`src/rtl/core/bdc_pkg.sv`:
```
// Package for the button debounce and tap/hold classifier.
// Holds the request, result, state and configuration types and register indexes.
// No dependencies.
package bdc_pkg;

	localparam int unsigned TIME_W  = 32;
	localparam int unsigned CFG_W   = 16;
	localparam int unsigned REG_IDX_W = 2;

	localparam logic [REG_IDX_W-1:0] REG_DEBOUNCE  = 2'd0;
	localparam logic [REG_IDX_W-1:0] REG_TAP_THR   = 2'd1;
	localparam logic [REG_IDX_W-1:0] REG_END_HOLD  = 2'd2;

	localparam logic [CFG_W-1:0] DEBOUNCE_RST = 16'd30;
	localparam logic [CFG_W-1:0] TAP_THR_RST  = 16'd250;
	localparam logic [CFG_W-1:0] END_HOLD_RST = 16'd800;

	typedef struct packed {
		logic [CFG_W-1:0] debounce_ms;
		logic [CFG_W-1:0] tap_threshold_ms;
		logic [CFG_W-1:0] end_hold_ms;
	} cfg_t;

	typedef struct packed {
		logic              raw_pressed;
		logic [TIME_W-1:0] now_ms;
		logic              inject_tap;
		logic              ack_tap;
		logic              ack_press;
		logic              ack_end_hold;
	} req_t;

	typedef struct packed {
		logic tap_event;
		logic press_event;
		logic end_hold_event;
		logic talk_held;
	} res_t;

	typedef struct packed {
		logic              raw_level;
		logic [TIME_W-1:0] level_change_time;
		logic              stable_level;
		logic [TIME_W-1:0] press_start_time;
		logic              talk_latch;
		logic              end_hold_latch;
		logic              press_flag;
		logic              tap_flag;
		logic              end_hold_flag;
	} state_t;

endpackage

```
`src/rtl/core/bdc_req_if.sv`:
```
// Request channel of the button classifier: valid/ready plus one sampled button request.
// Depends on bdc_pkg for the time width.
interface bdc_req_if;
	import bdc_pkg::*;

	logic              valid;
	logic              ready;
	logic              raw_pressed;
	logic [TIME_W-1:0] now_ms;
	logic              inject_tap;
	logic              ack_tap;
	logic              ack_press;
	logic              ack_end_hold;

	modport source (
		output valid, raw_pressed, now_ms, inject_tap, ack_tap, ack_press, ack_end_hold,
		input  ready
	);
	modport sink (
		input  valid, raw_pressed, now_ms, inject_tap, ack_tap, ack_press, ack_end_hold,
		output ready
	);
endinterface

```
`src/rtl/core/bdc_res_if.sv`:
```
// Result channel of the button classifier: valid/ready plus the four event bits.
// No dependencies.
interface bdc_res_if;
	logic valid;
	logic ready;
	logic tap_event;
	logic press_event;
	logic end_hold_event;
	logic talk_held;

	modport source (
		output valid, tap_event, press_event, end_hold_event, talk_held,
		input  ready
	);
	modport sink (
		input  valid, tap_event, press_event, end_hold_event, talk_held,
		output ready
	);
endinterface

```
`src/rtl/core/bdc_cfg.sv`:
```
// Configuration register file: debounce, tap threshold and end-hold times.
// Depends on bdc_pkg.
module bdc_cfg
	import bdc_pkg::*;
(
	input  logic                 clk,
	input  logic                 arst_n,
	input  logic                 cfg_we,
	input  logic [REG_IDX_W-1:0] cfg_index,
	input  logic [CFG_W-1:0]     cfg_wdata,
	output cfg_t                 cfg
);

	cfg_t cfg_q;

	always_ff @(posedge clk or negedge arst_n) begin
		if (!arst_n) begin
			cfg_q.debounce_ms      <= DEBOUNCE_RST;
			cfg_q.tap_threshold_ms <= TAP_THR_RST;
			cfg_q.end_hold_ms      <= END_HOLD_RST;
		end else if (cfg_we) begin
			unique case (cfg_index)
				REG_DEBOUNCE: cfg_q.debounce_ms      <= cfg_wdata;
				REG_TAP_THR:  cfg_q.tap_threshold_ms <= cfg_wdata;
				REG_END_HOLD: cfg_q.end_hold_ms      <= cfg_wdata;
				default: ;  // writes to unused indexes are dropped
			endcase
		end
	end

	assign cfg = cfg_q;

endmodule

```
`src/rtl/core/bdc_step.sv`:
```
// Next-state and result logic for one button request: debounce, press/tap/talk
// classification, end-hold detection and acknowledge clearing. Depends on bdc_pkg.
module bdc_step
	import bdc_pkg::*;
(
	input  state_t cur,
	input  req_t   req,
	input  cfg_t   cfg,
	output state_t nxt,
	output res_t   res
);

	logic              lvl;
	logic [TIME_W-1:0] lct_n;
	logic [TIME_W-1:0] db_age;
	logic              flip;
	logic              stable_n;
	logic [TIME_W-1:0] pst_n;
	logic [TIME_W-1:0] hold_age;
	logic              talk_n;
	logic              eh_trig;
	logic              tap_n;
	logic              press_n;
	logic              ehf_n;

	always_comb begin
		lvl    = req.raw_pressed;
		lct_n  = (lvl != cur.raw_level) ? req.now_ms : cur.level_change_time;
		db_age = req.now_ms - lct_n;
		flip   = (lvl != cur.stable_level) &&
			(db_age >= {{(TIME_W-CFG_W){1'b0}}, cfg.debounce_ms});

		stable_n = flip ? lvl : cur.stable_level;
		pst_n    = (flip && lvl) ? req.now_ms : cur.press_start_time;
		press_n  = cur.press_flag | (flip & lvl);
		// A release counts as a tap only when talk was never latched for this press.
		tap_n    = cur.tap_flag | (flip & ~lvl & ~cur.talk_latch) | req.inject_tap;

		hold_age = req.now_ms - pst_n;
		talk_n   = (flip ? 1'b0 : cur.talk_latch) |
			(stable_n & (hold_age >= {{(TIME_W-CFG_W){1'b0}}, cfg.tap_threshold_ms}));
		eh_trig  = stable_n & ~cur.end_hold_latch &
			(hold_age >= {{(TIME_W-CFG_W){1'b0}}, cfg.end_hold_ms});
		ehf_n    = cur.end_hold_flag | eh_trig;

		res.tap_event      = tap_n;
		res.press_event    = press_n;
		res.end_hold_event = ehf_n;
		res.talk_held      = talk_n & stable_n;

		nxt.raw_level         = lvl;
		nxt.level_change_time = lct_n;
		nxt.stable_level      = stable_n;
		nxt.press_start_time  = pst_n;
		nxt.talk_latch        = talk_n;
		nxt.end_hold_latch    = (cur.end_hold_latch | eh_trig) & stable_n;
		nxt.press_flag        = press_n & ~req.ack_press;
		nxt.tap_flag          = tap_n & ~req.ack_tap;
		nxt.end_hold_flag     = ehf_n & ~req.ack_end_hold;
	end

endmodule

```
`src/rtl/core/button_debounce_tap_hold_classifier.sv`:
```
// Top level of the button debounce and tap/hold classifier.
// Depends on bdc_pkg, bdc_req_if, bdc_res_if, bdc_cfg and bdc_step.
//
// Usage: every request on the req channel carries one sampled button level with
// its millisecond timestamp, an inject-tap bit and three acknowledge bits. For
// each request exactly one result leaves on the res channel with the pending
// tap, press and end-hold events and the talk-held level. Both channels use a
// valid/ready handshake; a transfer happens on a rising edge with both high.
// A request taken on an edge is held in the input register; when it advances,
// its result is loaded into the output register, where it is offered to the
// receiver. Throughput is one request per cycle while the receiver keeps
// res.ready high; it is set by the classifier update, since each request
// needs the full state left by the previous one.
// While the receiver stalls, the output register keeps its result and the input
// register keeps the next request; further requests are refused until the
// result is taken. No state changes while a request waits. Reset (arst_n low)
// clears all classifier state and event flags, empties both registers and loads
// the default times (30, 250 and 800 ms). The user must write the three times
// via cfg_we/cfg_index/cfg_wdata only while idle; it is not enforced.
module button_debounce_tap_hold_classifier
	import bdc_pkg::*;
(
	input  logic                 clk,
	input  logic                 arst_n,
	input  logic                 cfg_we,
	input  logic [REG_IDX_W-1:0] cfg_index,
	input  logic [CFG_W-1:0]     cfg_wdata,
	bdc_req_if.sink              req,
	bdc_res_if.source            res
);

	cfg_t   cfg;
	state_t state_q;
	state_t state_nxt;
	req_t   req_s1;
	logic   valid_s1;
	res_t   res_comb;
	res_t   res_s2;
	logic   valid_s2;
	logic   advance;
	logic   take;

	bdc_cfg u_cfg (
		.clk       (clk),
		.arst_n    (arst_n),
		.cfg_we    (cfg_we),
		.cfg_index (cfg_index),
		.cfg_wdata (cfg_wdata),
		.cfg       (cfg)
	);

	bdc_step u_step (
		.cur (state_q),
		.req (req_s1),
		.cfg (cfg),
		.nxt (state_nxt),
		.res (res_comb)
	);

	// The held request moves on when the output register is empty or being drained.
	assign advance   = valid_s1 && (!valid_s2 || res.ready);
	assign req.ready = !valid_s1 || advance;
	assign take      = req.valid && req.ready;

	always_ff @(posedge clk or negedge arst_n) begin
		if (!arst_n) begin
			valid_s1 <= 1'b0;
		end else if (req.ready) begin
			valid_s1 <= req.valid;
		end
	end

	always_ff @(posedge clk) begin
		if (take) begin
			req_s1.raw_pressed  <= req.raw_pressed;
			req_s1.now_ms       <= req.now_ms;
			req_s1.inject_tap   <= req.inject_tap;
			req_s1.ack_tap      <= req.ack_tap;
			req_s1.ack_press    <= req.ack_press;
			req_s1.ack_end_hold <= req.ack_end_hold;
		end
	end

	// Classifier state is committed only when its result is loaded.
	always_ff @(posedge clk or negedge arst_n) begin
		if (!arst_n) begin
			state_q  <= '0;
			valid_s2 <= 1'b0;
		end else begin
			if (advance) begin
				state_q  <= state_nxt;
				valid_s2 <= 1'b1;
			end else if (res.ready) begin
				valid_s2 <= 1'b0;
			end
		end
	end

	always_ff @(posedge clk) begin
		if (advance) begin
			res_s2 <= res_comb;
		end
	end

	assign res.valid          = valid_s2;
	assign res.tap_event      = res_s2.tap_event;
	assign res.press_event    = res_s2.press_event;
	assign res.end_hold_event = res_s2.end_hold_event;
	assign res.talk_held      = res_s2.talk_held;

`ifndef SYNTH
	// Talk can only be latched while the debounced level is pressed.
	a_talk_needs_press: assert property (@(posedge clk) disable iff (!arst_n)
		state_q.talk_latch |-> state_q.stable_level)
		else $error("talk latch set while button released");

	// The end-hold latch is dropped on every debounced release.
	a_eh_latch_needs_press: assert property (@(posedge clk) disable iff (!arst_n)
		state_q.end_hold_latch |-> state_q.stable_level)
		else $error("end-hold latch set while button released");

	// The state only moves when a request is turned into a result.
	a_state_holds: assert property (@(posedge clk) disable iff (!arst_n)
		!advance |=> $stable(state_q))
		else $error("classifier state changed without a request");

	// An acknowledged tap never stays pending.
	a_tap_ack_clears: assert property (@(posedge clk) disable iff (!arst_n)
		(advance && req_s1.ack_tap) |=> !state_q.tap_flag)
		else $error("tap flag survived its acknowledge");
`endif

endmodule
```
`src/flat_wrapper.sv`:
```
// flat-port wrapper written by rule: the top's interface ports become plain ports
module button_debounce_tap_hold_classifier_flat import bdc_pkg::*;
  (clk, arst_n, cfg_we, cfg_index, cfg_wdata, req_valid, req_raw_pressed, req_now_ms, req_inject_tap, req_ack_tap, req_ack_press, req_ack_end_hold, req_ready, res_valid, res_tap_event, res_press_event, res_end_hold_event, res_talk_held, res_ready);
  bdc_req_if req_i ();
  bdc_res_if res_i ();
  input  logic clk;
  input  logic arst_n;
  input  logic cfg_we;
  input  logic [REG_IDX_W-1:0] cfg_index;
  input  logic [CFG_W-1:0] cfg_wdata;
  input wire logic [$bits(req_i.valid)-1:0] req_valid;
  input wire logic [$bits(req_i.raw_pressed)-1:0] req_raw_pressed;
  input wire logic [$bits(req_i.now_ms)-1:0] req_now_ms;
  input wire logic [$bits(req_i.inject_tap)-1:0] req_inject_tap;
  input wire logic [$bits(req_i.ack_tap)-1:0] req_ack_tap;
  input wire logic [$bits(req_i.ack_press)-1:0] req_ack_press;
  input wire logic [$bits(req_i.ack_end_hold)-1:0] req_ack_end_hold;
  output wire logic [$bits(req_i.ready)-1:0] req_ready;
  output wire logic [$bits(res_i.valid)-1:0] res_valid;
  output wire logic [$bits(res_i.tap_event)-1:0] res_tap_event;
  output wire logic [$bits(res_i.press_event)-1:0] res_press_event;
  output wire logic [$bits(res_i.end_hold_event)-1:0] res_end_hold_event;
  output wire logic [$bits(res_i.talk_held)-1:0] res_talk_held;
  input wire logic [$bits(res_i.ready)-1:0] res_ready;
  assign req_i.valid = req_valid;
  assign req_i.raw_pressed = req_raw_pressed;
  assign req_i.now_ms = req_now_ms;
  assign req_i.inject_tap = req_inject_tap;
  assign req_i.ack_tap = req_ack_tap;
  assign req_i.ack_press = req_ack_press;
  assign req_i.ack_end_hold = req_ack_end_hold;
  assign req_ready = req_i.ready;
  assign res_valid = res_i.valid;
  assign res_tap_event = res_i.tap_event;
  assign res_press_event = res_i.press_event;
  assign res_end_hold_event = res_i.end_hold_event;
  assign res_talk_held = res_i.talk_held;
  assign res_i.ready = res_ready;
  button_debounce_tap_hold_classifier u_core (.clk(clk), .arst_n(arst_n), .cfg_we(cfg_we), .cfg_index(cfg_index), .cfg_wdata(cfg_wdata), .req(req_i), .res(res_i));
endmodule
```
`config.mk`:
```
export PLATFORM = sky130hd
export DESIGN_NAME = button_debounce_tap_hold_classifier_flat
export DESIGN_NICKNAME = d
export VERILOG_FILES = /design/src/rtl/core/bdc_pkg.sv /design/src/rtl/core/bdc_req_if.sv /design/src/rtl/core/bdc_res_if.sv /design/src/rtl/core/bdc_cfg.sv /design/src/rtl/core/bdc_step.sv /design/src/rtl/core/button_debounce_tap_hold_classifier.sv /design/src/flat_wrapper.sv
export SDC_FILE = /design/constraint.sdc
export NUM_CORES = 1
export LEC_CHECK = 0
export BUFFER_PORTS_ARGS = -buffer_cell sky130_fd_sc_hd__buf_4
export CAP_MARGIN = 15
export CORE_ASPECT_RATIO = 0.7
export CORE_UTILIZATION = 35
export CTS_CLUSTER_SIZE = 20
export DETAILED_ROUTE_END_ITERATION = 8
export PLACE_DENSITY = 0.49
export REMOVE_ABC_BUFFERS = 1
export SKIP_LAST_GASP = 1
export SLEW_MARGIN = 20
export SYNTH_ARGS = -nofsm -noshare
export SYNTH_HDL_FRONTEND = slang
export SYNTH_SLANG_ARGS = --single-unit
```
`constraint.sdc`:
```
create_clock -name clk -period 11.4 [get_ports clk]
set_clock_uncertainty 0.2 [all_clocks]
set_input_delay 2.28 -clock clk [delete_from_list [all_inputs] [get_ports clk]]
set_output_delay 2.28 -clock clk [all_outputs]
set_load 0.02 [all_outputs]
```
==> results by group, run 1 <==
Drt
  • Post-route DRC: 0
  • Avg WL per Cell: 20.2 um
  • Vias post-DR: 10782
  • Routed WL: 39.5 mm
  • Routed vias/inst: 5.52
  • Router iterations before antenna repair: 5
  • Initial drt markers: 884
  • ANT nets after route: 0

Status
  • Outcome: complete, no violations

Layout
  • Fraction of layout cells with a size suffix above 1: 0.143
  • Layout Cells excl Fill: 1953
  • Nets@finish: 1618
  • P&R area growth vs syn: 11.8%
  • Antenna diodes: 0
  • Fillers: 3605
  • Design area: 0.0143 sq mm

Min path
  • Worst hold path type: flop to flop
  • Hold depth: 1

Synth
  • Dominant cells by area after synthesis: dfrtp_1 21%, edfxtp_1 9.6%, ha_1 9.5%, nand2_1 5.0%, o21ai_0 4.9%
  • Simple logic cell fraction of the synthesized area: 0.166
  • #FFs+latches synth: 162
  • Sequential-to-total area share from yosys stat: 0.335
  • Fraction of registers with async set or reset after synthesis: 0.747
  • Mapped cell area: 0.0128 sq mm
  • Largest family of logic cells by synthesized area: compound AO/OA/AOI/OAI gates
  • Cell taking the most area after synthesis: dfrtp_1
  • Syn Area/Cell: 8.94 sq um
  • Compound-Gate Fraction of Synth Area: 0.231
  • Gate Count Post-Synth: 1429
  • Ys flop type: dfrtp_1
  • Post-synth cell types: 104
  • Post-synth EDFFs: 41
  • Synth Area in XOR/XNOR: 0.0437
  • Post-Synth Adder-Cell Area: 0.108
  • Post-synthesis mux area share: 0.0676
  • Yosys top cell area share: 0.212
  • Synth warnings: 0

Setup path
  • Critical path type: flop to flop
  • Worst EP arrival: 10.69 ns
  • WP buf/inv: 4
  • CP endpoint kind: flop
  • R2R depth: 45
  • Most repeated library cell on the critical path: o21ai_0
  • Worst endpoint required time: 11.55 ns
  • Critical path launch point type: flop
  • Crit-path max FO: 14
  • CP Depth: 45
  • Crit-path leading delay family: compound AO/OA/AOI/OAI gates
  • Critical path's largest stage delay: 0.45 ns
  • Slowest CP cell: or4_4

Run
  • MaxCap Viol Count: 0

Power
  • Pleak: 0.00631 uW
  • Power per standard cell area: 222 mW/mm^2
  • Total power: 3170 uW
  • Max IR drop VDD: 0.115 mV

CTS
  • Worst skew pair latency: 0.45 ns
  • Cts repair resizes: 0
  • Clock transition at path regs: 0.07 ns
  • CTS max path bufs: 2
  • Clk sinks: 162
  • Clock H-tree levels: 4
  • CTS Root Cell: clkbuf_16
  • CTS Buf Count: 17
  • Hold_buf cts: 0
  • CTS tree: built
  • Post-CTS Setup Bufs: 0

STA
  • RSZ-0062 raised after global routing: no
  • Final hold vios: 0
  • Hold WS: 0.251 ns
  • Final Critical Period: 10.54 ns
  • Fmax: 94.9 MHz
  • Fin. max-slew vios: 0
  • Fin crit share: 0.925
  • Worst Tran Pin Value: 1.03 ns
  • Final setup violation count: 0
  • Fin worst setup slack: 0.859 ns
  • Rel. slew slack: 0.310

Die
  • Row count: 58
  • Die Y: 162 um
  • Die W: 230 um
  • Core Region: 0.0359 sq mm
  • I/O Pins: 66
  • Die Footprint: 0.0373 sq mm
  • Initial Util: 0.356

GRT
  • GRT overflow: 0
  • Largest net degree at the start of global routing: 88
  • Vias in the first global route: 10194
  • Initial antenna violation count: 0
  • GRT Total Usage: 0.217
  • First-pass GRT wire length: 61.6 mm

Placed design
  • Port Buf Inserts: 65
  • Placer Congestion: 0.971
  • Dpl cells: 1920
  • Post-Place Cell Area: 0.0137 sq mm
  • Post-DP HPWL: 30.8 mm
  • Place WS: 0.782 ns
-- worst register-to-register path, delay by kind of cell (launching register included) --
family                   cells  cell delay, ns
AO/OA/AOI/OAI               24            4.77
AND/OR/NAND/NOR              9            2.40
adder cells (fa/ha/maj)      5            1.50
XOR/XNOR                     3            0.59
buffers and inverters        4            0.53
flip-flops                   1            0.44
-- registers in the layout, indices dropped and copies added (netlist names) --
register / flops
u_core.res.valid: 1
u_core.res.press_event: 1
u_core.valid_s1: 1
u_core.res.tap_event: 1
u_core.res.end_hold_event: 1
u_core.u_cfg.cfg: 48
u_core.res.talk_held: 1
u_core.state_q: 71
u_core.req_s1: 37
-- synth_stat cells, types with 6 or more instances --
library cell  number
nand2_1          170
o21ai_0          125
dfrtp_1          108
ha_1              97
a21oi_1           85
inv_1             83
nor2_1            68
a21o_1            67
clkbuf_1          50
mux2i_1           42
edfxtp_1          41
mux2_2            38
xnor2_1           33
nand2b_1          28
nor3_1            25
nand3_1           24
nand4_1           24
xor2_1            22
nor2b_1           16
o211ai_1          16
o21a_1            16
a31oi_1           14
maj3_1            14
dfstp_2           13
nor4_1            13
and3_1            11
a211oi_1          10
and2_1             9
o31a_1             7
o31ai_1            7
a21boi_0           6
buf_1              6
o21bai_1           6
-- layout make-up --
cell class	count	area, sq um	area share
Clock buffer	18	429	0.0300
Clock inverter	14	155	0.0109
Inverter	83	312	0.0218
Multi-Input combinational cell	1116	7900	0.553
Sequential cell	162	4280	0.299
Tap cell	480	601	0.0420
Timing Repair Buffer	80	617	0.0432
-- power breakdown --
group          total (uW)  internal, uW  leakage, uW  switching [uW]
clock network         602           326     0.000272             276
registers             825           725      0.00186            99.8
logic                1740           702      0.00417            1040
total                3170          1750      0.00631            1420
-- path summary, 6_finish.rpt --
path,start,endpoint,slack [ns]
worst max-delay path,u_core.req_s1[36],u_core.state_q[3],0.86
worst min-delay path,u_core.req_s1[2],u_core.state_q[1],0.25
worst max register to register,u_core.req_s1[36],u_core.state_q[3],0.86
worst min register to register,u_core.req_s1[2],u_core.state_q[1],0.25
max in group asynchronous,arst_n,u_core.state_q[68],8.06
min in group asynchronous,arst_n,u_core.u_cfg.cfg[43],1.60
-- metrics by stage --
| step | setup TNS [ns] | util |
|---|---|---|
| final | 0 | 0.398 |
| after floorplan | -0.0188 | - |
| after detailed placement | 0 | 0.381 |
| after CTS | 0 | 0.397 |
| after global routing | 0 | 0.398 |
| after global placement | 0 | 0.381 |
-- routing by layer --
metal / GRT usage / vias up / routed length [um]
met5: 0 / - / 0
met4: 0.0446 / 0 / 362
met3: 0.0485 / 23 / 2810
met2: 0.282 / 306 / 14600
met1: 0.353 / 5174 / 21700
li1: - / 5279 / -
-- layout by cell type, fill, tap and decap left out, types with 17 or more instances in the layout --
cell type,count
xor2_1,22
nor2_1,68
nand2b_1,28
a21oi_1,85
nand4_1,24
clkbuf_16,17
nand2_1,168
buf_4,78
mux2_2,38
xnor2_1,33
nor3_1,25
nand3_1,24
edfxtp_1,41
inv_1,83
a21o_1,67
o21ai_0,125
mux2i_1,42
dfrtp_1,108
ha_1,97
-- logic make-up (layout without fill, tap and decap cells) --
family / Yosys count / count (layout)
DFF: 162 / 162
buffers and inverters: 151 / 195
adders and majority gates: 113 / 113
xor gates and xnor gates: 59 / 59
muxes: 81 / 81
and+or+nand+nor: 427 / 427
AOI/OAI and AO/OA: 436 / 436
No activity file was read; power rests on OpenSTA's default activity.
==> inputs of run 2 (changes only) <==
--- a/config.mk
+++ b/config.mk
@@ -5,7 +5,7 @@
 export SDC_FILE = /design/constraint.sdc
 export NUM_CORES = 1
 export LEC_CHECK = 0
-export BUFFER_PORTS_ARGS = -buffer_cell sky130_fd_sc_hd__buf_4
+export BUFFER_PORTS_ARGS = -buffer_cell sky130_fd_sc_hd__buf_2
 export CAP_MARGIN = 15
 export CORE_ASPECT_RATIO = 0.7
 export CORE_UTILIZATION = 35
==> run 2 against run 1 <==
First-iteration DRC count increased by 12%. Register-to-register slack improved by 0.06 ns. Via count decreased by 0.15%. Sequential share of layout area increased by 0.27 points. Total power increased by 0.20%. Die area unchanged. Design area decreased by 0.88%. Maximum frequency increased by 0.60%. Count of clock-buffer cells in the layout increased by 5. Flip-flop and latch count unchanged. Sequential power about the same. Non-clock buffer count unchanged.
==> results by group, run 2 (synthesis results as in run 1) <==
GRT
  • Initial antenna violation count: 0 (unchanged)
  • First-pass GRT wire length: 61.2 mm (-0.65%)
  • GRT Total Usage: 0.215 (-0.00252)
  • Vias in the first global route: 10090 (-1.0%)
  • Largest net degree at the start of global routing: 85 (-3.4%)
  • GRT overflow: 0 (unchanged)

Setup path
  • R2R depth: 45 (unchanged)
  • Most repeated library cell on the critical path: o21ai_0
  • Reg2reg start: u_core.req_s1[36]
  • Critical path type: flop to flop
  • Critical path launch point type: flop
  • Worst EP arrival: 10.47 ns (-0.22 ns)
  • Worst endpoint required time: 11.39 ns (-0.16 ns)
  • CP endpoint kind: flop
  • Critical path's largest stage delay: 0.45 ns (about the same)
  • Crit-path max FO: 14 (unchanged)
  • Slowest CP cell: edfxtp_1
  • R2R Path End: u_core.res.end_hold_event
  • Critical Path Start: u_core.req_s1[36]
  • Crit-path leading delay family: compound AO/OA/AOI/OAI gates
  • WP buf/inv: 4 (unchanged)
  • R2R Setup Slk: 0.92 ns (+0.06 ns)

Min path
  • HP Start: u_core.req_s1[2]
  • Worst hold path type: flop to flop
  • Endpoint, Worst Hold: u_core.state_q[1]
  • Hold depth: 1 (unchanged)

Power
  • Switching share of power: 0.441 (-0.00630)
  • Max IR drop VDD: 0.123 mV (+7.1%)
  • Pleak: 0.00628 uW (-0.44%)
  • Sequential Power Share: 0.261 (about the same)
  • Gate power share: 0.544 (-0.006)
  • Total power: 3180 uW (+0.20%)
  • Power per standard cell area: 224 mW/mm^2 (+1.1%)
  • Clock group share of total power: 0.196 (+0.006)
  • Net switching power: 1400 uW (-1.2%)
  • Internal power: 1780 uW (+1.3%)

Placed design
  • Port Buf Inserts: 65 (unchanged)
  • Post-DP HPWL: 30.8 mm (about the same)
  • Place WS: 0.838 ns (+0.0566 ns)
  • Post-Place Cell Area: 0.0135 sq mm (-1.2%)
  • Placer Congestion: 0.948 (-2.4%)

CTS
  • CTS max path bufs: 2 (unchanged)
  • Clock H-tree levels: 4 (unchanged)
  • Clock transition at path regs: 0.07 ns (about the same)
  • Hold_buf cts: 0 (unchanged)
  • Post-CTS Setup Bufs: 0 (unchanged)
  • Cts repair resizes: 0 (unchanged)
  • CTS Root Cell: clkbuf_16
  • CTS Buf Count: 17 (unchanged)
  • Worst skew pair latency: 0.45 ns (about the same)
  • CTS tree: built
  • Clk sinks: 162 (unchanged)

Drt
  • Vias post-DR: 10766 (-0.15%)
  • Routed vias/inst: 5.51 (-0.15%)
  • Post-route DRC: 0 (unchanged)
  • Router iterations before antenna repair: 5 (unchanged)
  • Avg WL per Cell: 20.3 um (+0.39%)
  • Initial drt markers: 986 (+12%)
  • Routed WL: 39.6 mm (+0.39%)
  • ANT nets after route: 0 (unchanged)

STA
  • Final setup violation count: 0 (unchanged)
  • Final Critical Period: 10.48 ns (-0.0628 ns)
  • Fin. max-slew vios: 0 (unchanged)
  • Final hold vios: 0 (unchanged)
  • Fmax: 95.4 MHz (+0.60%)
  • Rel. slew slack: 0.336 (+0.0262)
  • Worst Tran Pin Value: 0.992 ns (-0.0392 ns)
  • Fin crit share: 0.919 (-0.00551)
  • Fin worst setup slack: 0.922 ns (+0.0628 ns)
  • RSZ-0062 raised after global routing: no

Die
  • Initial Util: 0.356 (unchanged)
  • I/O Pins: 66 (unchanged)
  • Die Y: 162 um (unchanged)
  • Row count: 58 (unchanged)
  • Die W: 230 um (unchanged)
  • Core Region: 0.0359 sq mm (unchanged)
  • Die Footprint: 0.0373 sq mm (unchanged)

Layout
  • Design area: 0.0142 sq mm (-0.88%)
  • Fillers: 3686 (+2.2%)
  • Nets@finish: 1618 (unchanged)
  • Biggest register: u_core.state_q
  • Utilization after layout: 0.394 (-0.00352)
  • Fraction of layout cells with a size suffix above 1: 0.143 (+0.000679)
  • P&R area growth vs syn: 10.9%
  • Antenna diodes: 0 (unchanged)
  • Most frequent cells in the layout: 168 x nand2_1, 125 x o21ai_0, 108 x dfrtp_1
  • Max FFs per register: 71 (unchanged)
  • Commonest non-fill, non-tap cell in the layout: nand2_1

Status
  • Outcome: complete, no violations

Run
  • MaxCap Viol Count: 0 (unchanged)
==> run 2: changes by cell type in the layout (fill, tap and decap cells not counted), sizes merged <==
cell      delta
inv          -2
clkbuf       +5
clkinvlp     -3
==> run 2: worst max path at each step <==
stage	depth (start not counted)	slack [ns]	end
floorplan	41	-0.02	u_core.state_q[3]
global placement	40	1.20	u_core.state_q[3]
detailed placement	44	0.84	u_core.res.end_hold_event
CTS	44	0.80	u_core.res.end_hold_event
global route	45	0.04	u_core.res.end_hold_event
finish	45	0.92	u_core.res.end_hold_event
==> run 2: stage by stage <==
stage               setup TNS [ns]  cells  hold WS (ns)
floorplan                  -0.0188   1361         0.194
detailed placement               0   1920         0.245
finish                           0   1953         0.235
global placement                 0   1920         0.246
CTS                              0   1952         0.255
global route                     0   1953         0.282
==> run 2: power by group through the flow <==
stage / clock (uW) / sequential, uW / combinational [uW]
floorplan: 0 / 809 / 1270
global placement: 0 / 833 / 1700
detailed placement: 0 / 837 / 1700
CTS: 642 / 827 / 1710
global route: 659 / 845 / 1920
finish: 622 / 828 / 1730
==> run 2: layout make-up <==
| type | count | area, sq um | share of cell area |
|---|---|---|---|
| tap | 480 | 601 | 0.0424 |
| clock buffer | 23 | 499 | 0.0352 |
| clock inverter | 9 | 119 | 0.00839 |
| multi-input combinational | 1116 | 7900 | 0.558 |
| inverter | 83 | 312 | 0.0220 |
| sequential | 162 | 4280 | 0.302 |
| timing repair buffer | 80 | 457 | 0.0322 |
==> run 2: metal layers <==
| metal | vias up | share of wire | global-route usage |
|---|---|---|---|
| li1 | 5285 | - | - |
| met1 | 5164 | 0.55 | 0.349 |
| met3 | 16 | 0.063 | 0.0446 |
| met4 | 0 | 0.0093 | 0.0406 |
| met2 | 301 | 0.38 | 0.282 |
| met5 | - | 0 | 0 |
==> inputs of run 3 (changes only) <==
==> constraint.sdc (replaced) <==
create_clock -name clk -period 10.3 [get_ports clk]
set_clock_uncertainty 0.2 [all_clocks]
set_input_delay 2.06 -clock clk [delete_from_list [all_inputs] [get_ports clk]]
set_output_delay 2.06 -clock clk [all_outputs]
set_load 0.02 [all_outputs]
==> run 3 against run 2 <==
Worst hold slack got worse by 0.00090 ns. Sequential power is 10% higher. Largest cell class unchanged. Maximum frequency rose by 7.1%. Die area stayed put. Largest power group unchanged. Flip-flop and latch count stayed put. Via count grew 1.6%. First-iteration DRC count is 35% higher. Utilization grew 0.50 points. Critical path depth shrank 7. Final cell count up 0.97%. Clock power grew 11%.
==> results by group, run 3 (synthesis results as in run 1) <==
Drt
  • ANT nets after route: 0 (unchanged)
  • Initial drt markers: 1334 (+35%)
  • Post-route DRC: 0 (unchanged)
  • Avg WL per Cell: 20.4 um (+0.50%)
  • Router iterations before antenna repair: 7 (+2)
  • Max Used Layer: met4
  • Routed vias/inst: 5.55 (+0.63%)
  • Vias post-DR: 10939 (+1.6%)
  • DR WL met2: 14.8 mm (-0.90%)
  • Routed WL: 40.2 mm (+1.5%)
  • DRT met1 WL: 22.4 mm (+2.5%)
  • Met3 wire length: 2.80 mm (+12%)

Power
  • Pleak: 0.00638 uW (+1.6%)
  • Max IR drop VDD: 0.151 mV (+23%)
  • Power per standard cell area: 250 mW/mm^2 (+12%)
  • Total power: 3590 uW (+13%)

Die
  • Die Footprint: 0.0373 sq mm (unchanged)
  • Die Y: 162 um (unchanged)
  • I/O Pins: 66 (unchanged)
  • Core Region: 0.0359 sq mm (unchanged)
  • Row count: 58 (unchanged)
  • Die W: 230 um (unchanged)
  • Initial Util: 0.356 (unchanged)

Layout
  • Layout Cells excl Fill: 1972 (+0.97%)
  • Utilization after layout: 0.399 (+0.00498)
  • Biggest register: u_core.state_q
  • Design area: 0.0143 sq mm (+1.3%)
  • Fillers: 3629 (-1.5%)
  • Max FFs per register: 71 (unchanged)
  • Nets@finish: 1637 (+1.2%)
  • Fraction of layout cells with a size suffix above 1: 0.158 (+0.0149)
  • Antenna diodes: 0 (unchanged)
  • Most frequent cells in the layout: 168 x nand2_1, 124 x o21ai_0, 107 x dfrtp_1
  • Commonest non-fill, non-tap cell in the layout: nand2_1
  • P&R area growth vs syn: 12.3%

GRT
  • GRT Total Usage: 0.219 (+0.00428)
  • Initial antenna violation count: 0 (unchanged)
  • First-pass GRT wire length: 61.8 mm (+1.1%)
  • Largest net degree at the start of global routing: 94 (+11%)
  • Vias in the first global route: 10217 (+1.3%)
  • GRT overflow: 0 (unchanged)

Setup path
  • Crit-path max FO: 29 (+15)
  • Slowest CP cell: dfrtp_2
  • Worst EP arrival: 9.76 ns (-0.71 ns)
  • Critical path launch point type: flop
  • Worst endpoint required time: 10.28 ns (-1.11 ns)
  • R2R Setup Slk: 0.51 ns (-0.41 ns)
  • Critical path type: flop to flop
  • Critical path's largest stage delay: 0.48 ns (+0.03 ns)
  • CP endpoint kind: flop

STA
  • Fin crit share: 0.950 (+0.0309)
  • Fin. max-slew vios: 0 (unchanged)
  • Final Critical Period: 9.79 ns (-0.693 ns)
  • Final setup violation count: 0 (unchanged)
  • Final hold vios: 0 (unchanged)
  • Rel. slew slack: 0.345 (+0.00816)
  • Hold WS: 0.234 ns (-0.000896 ns)
  • Fmax: 102 MHz (+7.1%)
  • Worst Tran Pin Value: 0.980 ns (-0.0122 ns)

CTS
  • Clock transition at path regs: 0.07 ns (about the same)
  • Hold_buf cts: 0 (unchanged)
  • CTS max path bufs: 2 (unchanged)
  • CTS Root Cell: clkbuf_16
  • CTS Buf Count: 17 (unchanged)
  • Clock H-tree levels: 4 (unchanged)
  • Worst skew pair latency: 0.46 ns (about the same)
  • CTS tree: built
  • Clk sinks: 162 (unchanged)

Placed design
  • Post-DP HPWL: 31.1 mm (+1.1%)
  • Port Buf Inserts: 65 (unchanged)
  • Placer Congestion: 0.943 (-0.51%)
  • Post-Place Cell Area: 0.0137 sq mm (+1.0%)
  • Dpl cells: 1938 (+0.94%)

Run
  • MaxCap Viol Count: 0 (unchanged)

Status
  • Outcome: complete, no violations

Min path
  • Worst hold path type: flop to flop
==> run 3: per-stage QoR <==
step / setup TNS (ns) / worst slack [ns]
CTS: 0 / 0.141
finish: 0 / 0.514
global placement: 0 / 0.502
floorplan: -4.60 / -1.12
detailed placement: 0 / 0.200
global route: -0.0278 / -0.0141
==> run 3: area by class of cell <==
type	instances	area [sq um]	area share
Multi-Input combinational cell	1116	7950	0.554
Sequential cell	162	4280	0.298
Tap cell	480	601	0.0419
Timing Repair Buffer	99	591	0.0412
Clock buffer	23	522	0.0364
Inverter	83	312	0.0217
Clock inverter	9	90.1	0.00628
==> run 3: what timing repair did <==
item / CTS / global route
buffers inserted: 0 / 2
resized for setup: 0 / 15
endpoints found under the setup margin: 0 / 5
==> run 3: final timing paths <==
| kind | endpoint | cells after the start | startpoint |
|---|---|---|---|
| max | u_core.res.talk_held | 38 | u_core.state_q[70] |
| min | u_core.state_q[1] | 1 | u_core.req_s1[2] |
| max reg2reg | u_core.res.talk_held | 38 | u_core.state_q[70] |
| min reg2reg | u_core.state_q[1] | 1 | u_core.req_s1[2] |
| max in group asynchronous | u_core.state_q[70] | 2 | arst_n |
| min in group asynchronous | u_core.u_cfg.cfg[37] | 1 | arst_n |
==> run 3: report_power, final <==
part / leakage (uW) / total [uW] / internal [uW] / switching [uW]
Combinational: 0.00422 / 1990 / 799 / 1190
Sequential: 0.00186 / 912 / 803 / 109
Clock: 0.000303 / 690 / 386 / 304
==> run 3: critical path, delay by kind of cell, from the launching register on <==
| kind | cells | cell delay (ns) |
|---|---|---|
| AO/OA/AOI/OAI | 17 | 3.70 |
| AND/OR/NAND/NOR | 12 | 2.70 |
| adder cells (fa/ha/maj) | 4 | 1.24 |
| flip-flops | 1 | 0.48 |
| buffers and inverters | 2 | 0.44 |
| XOR/XNOR | 2 | 0.42 |
| multiplexers | 1 | 0.28 |
==> run 3: per-layer routing <==
metal  track usage  vias up
li1              -     5309
met1         0.367     5256
met2         0.276      353
met3        0.0467       21
met4        0.0355        0
met5             0        -
